## src/fgb_pkg.sv

```systemverilog
// Shared types and constants of the font glyph blitter.
package fgb_pkg;

    localparam int GLYPH_SIZE  = 8;
    localparam int SHEET_WIDTH = 128;
    localparam int SHEET_BYTES = SHEET_WIDTH * SHEET_WIDTH;
    localparam int SHEET_IDX_W = $clog2(SHEET_BYTES);
    localparam int GLYPH_IDX_W = $clog2(GLYPH_SIZE);
    localparam int OUT_ADDR_W  = 24;
    localparam int BASE_W      = 24;
    localparam int STRIDE_W    = 13;
    localparam int POS_X_W     = 11;
    localparam int POS_Y_W     = 12;
    localparam int CODE_W      = 8;
    localparam int PIXEL_W     = 8;
    localparam int CFG_IDX_W   = 1;
    localparam int CFG_DATA_W  = 24;

    localparam logic OP_LOAD = 1'b0;
    localparam logic OP_DRAW = 1'b1;

    localparam logic [CFG_IDX_W-1:0] CFG_FRAME_BASE = 1'b0;
    localparam logic [CFG_IDX_W-1:0] CFG_ROW_STRIDE = 1'b1;

    localparam logic [STRIDE_W-1:0] ROW_STRIDE_RESET = 13'd320;

    typedef enum logic [1:0] {
        ST_IDLE,
        ST_PROD,
        ST_ROWINIT,
        ST_EMIT
    } t_state;

    typedef struct packed {
        logic capture;
        logic load;
        logic prod;
        logic row_init;
        logic issue;
    } t_cmd;

    typedef struct packed {
        logic in_draw;
        logic in_visible;
        logic out_free;
        logic glyph_end;
    } t_status;

endpackage

```

## src/fgb_ctrl.sv

```systemverilog
// Controller state machine of the font glyph blitter.
module fgb_ctrl (
    input  logic             i_clk,
    input  logic             i_rst_n,
    input  logic             i_in_valid,
    output logic             o_in_ready,
    input  fgb_pkg::t_status i_status,
    output fgb_pkg::t_cmd    o_cmd
);
    import fgb_pkg::*;

    t_state r_state;
    t_state n_state;

    always_ff @(posedge i_clk) begin
        if (!i_rst_n) begin
            r_state <= ST_IDLE;
        end else begin
            r_state <= n_state;
        end
    end

    always_comb begin
        n_state    = r_state;
        o_cmd      = '0;
        o_in_ready = 1'b0;
        case (r_state)
            ST_IDLE: begin
                o_in_ready = 1'b1;
                if (i_in_valid) begin
                    if (!i_status.in_draw) begin
                        o_cmd.load = 1'b1;
                    end else if (i_status.in_visible) begin
                        o_cmd.capture = 1'b1;
                        n_state       = ST_PROD;
                    end
                end
            end
            ST_PROD: begin
                o_cmd.prod = 1'b1;
                n_state    = ST_ROWINIT;
            end
            ST_ROWINIT: begin
                o_cmd.row_init = 1'b1;
                n_state        = ST_EMIT;
            end
            ST_EMIT: begin
                if (i_status.out_free) begin
                    o_cmd.issue = 1'b1;
                    if (i_status.glyph_end) begin
                        n_state = ST_IDLE;
                    end
                end
            end
            default: begin
                n_state = ST_IDLE;
            end
        endcase
    end

endmodule

```

## config.mk

```make
export PLATFORM = sky130hd
export DESIGN_NAME = fgb_ctrl
export DESIGN_NICKNAME = d
export VERILOG_FILES = /design/src/fgb_pkg.sv /design/src/fgb_ctrl.sv
export SDC_FILE = /design/constraint.sdc
export NUM_CORES = 1
export LEC_CHECK = 0
export BUFFER_PORTS_ARGS = -buffer_cell sky130_fd_sc_hd__buf_4
export CORE_AREA = 2 2 39 41
export CTS_CLUSTER_SIZE = 12
export DETAILED_ROUTE_END_ITERATION = 8
export DIE_AREA = 0 0 41 43
export MAX_ROUTING_LAYER = met4
export PLACE_DENSITY = 0.34
export RECOVER_POWER = 100
export SKIP_CTS_REPAIR_TIMING = 1
export SYNTH_ARGS = -nofsm -noshare
export SYNTH_HDL_FRONTEND = slang
export SYNTH_SLANG_ARGS = --single-unit
```

## constraint.sdc

```tcl
create_clock -name i_clk -period 1.45 [get_ports i_clk]
set_input_delay 0.0725 -clock i_clk [delete_from_list [all_inputs] [get_ports i_clk]]
set_output_delay 0.0725 -clock i_clk [all_outputs]
set_load 0.05 [all_outputs]
```

Word-level counts from Yosys, hierarchy flattened
Index checks and enable logic that the tools add are counted. W data, S select, Z words.

Register bits: 2. Bits in latches: 0. Bits in writable memories: 0. ROM bits: 0. Bits of input ports: 7. Output and inout port bits: 6. Word-level logic and storage cells: 27. Memories: 0.

Add/sub/neg operators: 0. Multipliers: 0. Divide/modulo/power cells: 0. Magnitude comparators: 0. Eq/ne operators: 8. Shift-type cells: 0. Muxes and demuxes: 16. Bitwise gates (word level): 0. Reduce and logical (&&, ||, !) cells: 2.

Operators with widths (number): $mux W2 (7); $ne A2 B2 Y1 const B (5); $mux W1 (8); $pmux W2 S4 (1); $reduce_and A5 Y1 (1); $eq A2 B2 Y1 const B (2); $eq A2 B1 Y1 const B (1); $logic_not A2 Y1 (1).

Longest topological paths before layout
Depth in word-level cells: 4. Gate-level depth with buffers: 4. Mapped depth without buffers: 4.

Least setup slack after synthesis
No wires, ideal clock.

Kind: register -> output. Start point: register r_state[0]. End point: output o_cmd[4] in the netlist's numbering. Data arrival time: 1671 ps. Required time: 1378 ps. Slack: -293 ps. Cell stages (with the launch flop): 5. Path buffers: 0. Path through: dfxtp_1 -> inv_1 -> ha_1 -> nand2_1 -> nor2_1.

RTL lines: start: declaration (RTL line fgb_ctrl.sv:12) `t_state r_state;`; start signal: assignment (RTL line fgb_ctrl.sv:19) `r_state <= n_state;`; end: declaration (RTL line fgb_ctrl.sv:8) `output fgb_pkg::t_cmd o_cmd`.

Worst setup path in the final report
Start point: register r_state[0]. End point: register r_state[0].

Cells in the longest elaborated chain, start to end: 3. Elaborated cells on any way between the ends: 11. Those cells by class: 8 x eq/ne; 1 x mux; 2 x reduce/logical.

Ends and longest elaborated chain: $eq A2 B2 Y1 or $logic_not A2 Y1 (tied branches) (RTL line fgb_ctrl.sv:27) `case (r_state)`; $ne A2 B2 Y1 (no line); $reduce_and A5 Y1 (no line).

Several ways; a longest one is shown, not always the timed one. A chain may end at the register's enable or synchronous reset.

==> flow_summary.yaml <==
power_and_ir_drop:
  ir_worst_vdd_mv: 0.3485
  power.density_nw_per_um2: 1544
  p_total_uw: 515.9
  leakage_uw: 0.0001717
global_route:
  grt_pass1_wl_um: 765
  overflow: 0
  grt_max_degree: 5
  first_global_vias: 219
  antenna_found_initial: 0
  grt.total_usage_pct: 7.077
yosys:
  avgSynthCellArea_um2: 7.872
  synth_cells: 24
  synth-seq-cells: 2
  yosysUniqueCellTypes: 9
  synth_area_leaders: "ha_1, dfxtp_1, nand2_1, mux2i_1, inv_1"
  synth-seq-area-share_pct: 21.19
  yosysTopAreaCellShare_pct: 33.11
  syn-num-nets: 36
  synth-xor-area-share_pct: 0
  synth_area_um2: 188.9
  synth_top_family_by_area: "adder cells"
  synth_adder_area_share_pct: 33.11
  yosysTopAreaCell: "ha_1"
  synth_compound_area_share_pct: 7.947
  yosysWarnings: 0
  synth-simple-area-share_pct: 21.19
  synthMuxAreaShare_pct: 10.60
cts:
  numCtsBuffers: 3
  htree_levels: 1
  clock_latency_ps: 220
  cts.path.max_buffers: 2
  numClockSinks: 2
  ctsRootBufferMaster: "clkbuf_4"
  clk_pin_slew_worst_paths_ps: 30
  cts_tree: "built"
timing:
  finalCritPeriodShare_pct: 95.11
  whs_ps: 126.6
  layout_setup_ws_ps: 70.93
  relSlewSlack_pct: 81.34
  drv_slew: 0
  setup_viol: 0
  grt_setup_unrepaired: "false"
  worst_pin_slew_ps: 281.0
  layout_min_cycle_time_ps: 1379
  max_freq_mhz: 725.1
  finalHoldViolations: 0
  skew_ps: 0.4930
die:
  io_pins: 13
  core_region_area_um2: 1384
  die_area_um2: 1763
  die_x_um: 41
  start_util_pct: 13.65
  rows: 14
  die_h_um: 43
placement:
  pre_cts_slack_ps: 11.89
  post-dp-hpwl_um: 414.8
  place_congestion: 0.7272
  io_buffers: 12
critical_path:
  rr_startpoint: "r_state[0]$_SDFFE_PN0P_"
  r2r_cells: 5
  rr_endpoint: "r_state[0]$_SDFFE_PN0P_"
  worstPathBufferInverterCount: 2
  worstPathRequired_ps: 1590
  critPathKind: "register to register"
  crit_chain: "inv_1 -> ha_4 -> a222oi_1 -> buf_4 -> mux2i_1"
  crit_arrival_ps: 1520
  cp-start-kind: "register"
  max_stage_delay_ps: 340
  end_kind: "register"
  critPathTopFamily: "flip-flops"
  crit_fanout: 4
  cp_slowest_cell: "dfxtp_2"
  r2r_slack_ps: 70
routing:
  drtIter0Drc: 3
  vias: 212
  drt_pass1_iterations: 5
  avgRoutedWirePerCell_um: 8.839
  drc: 0
  ant_nets: 0
  drt-total-wl_um: 495
  routed_via_density: 3.786
run:
  drv_cap: 0
final_layout:
  area_growth_pct: 76.82
  final_util_pct: 24.14
  largest_reg_flops: 2
  diodes: 0
  largestRegisters: "r_state x2"
  drive_gt1_share_pct: 50.00
  fill_cells: 161
  nets: 54
  regMostFlops: "r_state"
  ff_latch_area_um2: 42.54
  multiInputGateArea_um2: 152.6
worst_hold_path:
  hold_path.class: "input port to register"
  worstHoldStart: "i_rst_n"
  whs_endpoint: "r_state[1]$_SDFFE_PN0P_"
  holdPathStages: 3
status:
  status: "complete, no violations"
-- per-stage QoR --
stage / area (um^2) / std cells / setup TNS [ps]
2_1_floorplan: 203.9 / 24 / 0
3_3_place_gp: 321.6 / 53 / 0
3_5_place_dp: 321.6 / 53 / 0
4_1_cts: 344.1 / 56 / -11.65
5_1_grt: 334.1 / 56 / 0
6_report: 334.1 / 56 / 0
-- worst max-delay path by stage --
stage	slack, ps	start	to	depth (start not counted)
5_1_grt	5	r_state[0]$_SDFFE_PN0P_	r_state[0]$_SDFFE_PN0P_	5
3_5_place_dp	10	r_state[0]$_SDFFE_PN0P_	r_state[0]$_SDFFE_PN0P_	5
3_3_place_gp	20	r_state[1]$_SDFFE_PN0P_	r_state[0]$_SDFFE_PN0P_	5
2_1_floorplan	3	r_state[0]$_SDFFE_PN0P_	r_state[0]$_SDFFE_PN0P_	4
6_report	70	r_state[0]$_SDFFE_PN0P_	r_state[0]$_SDFFE_PN0P_	5
4_1_cts	-10	r_state[0]$_SDFFE_PN0P_	r_state[0]$_SDFFE_PN0P_	5
-- worst min-delay path: cells and delay by family --
family	cells	cell delay (ps)
muxes	1	50
and+or+nand+nor	1	50
buffers and inverters	1	120
-- cell usage after synthesis --
| library cell | n |
|---|---|
| a222oi_1 | 1 |
| nor2_1 | 2 |
| o21ai_0 | 1 |
| mux2i_1 | 2 |
| dfxtp_1 | 2 |
| inv_1 | 3 |
| and2_1 | 1 |
| nand2_1 | 7 |
| ha_1 | 5 |
-- power by group --
group	total [uW]	switching, uW	internal (uW)
clock	120	29.1	91.0
combinational	308	204	103
sequential	87.9	15.3	72.6
total	516	249	267
-- cell families after synthesis --
logic type | Yosys count
DFF | 2
AOI/OAI and AO/OA | 2
adders and majority gates | 5
muxes | 2
and+or+nand+nor | 10
buffers and inverters | 3
-- metal layers --
layer	global-route usage [%]	wire length, um	vias up
met3	2.094	64	0
met1	5.732	210	91
met2	10.00	220	12
li1	-	-	109
met4	10.00	0	0
met5	-	0	-
-- cell usage in the layout, fill, tap and decap left out --
master	netlist	final
buf_4	0	8
nand2_1	7	7
clkbuf_2	0	5
ha_1	5	4
inv_1	3	3
clkbuf_4	0	3
mux2i_1	2	2
dfxtp_2	0	2
and2_1	1	1
nor2_2	0	1
a222oi_1	1	1
o21ai_0	1	1
nor2_1	2	1
ha_4	0	1
-- layout make-up --
| type | count | share of cell area (%) |
|---|---|---|
| inverter | 3 | 3.371 |
| timing repair buffer | 13 | 25.47 |
| clock buffer | 3 | 6.742 |
| tap | 16 | 5.993 |
| multi-input combinational | 19 | 45.69 |
| sequential | 2 | 12.73 |
(Power assumes the default switching activity.)
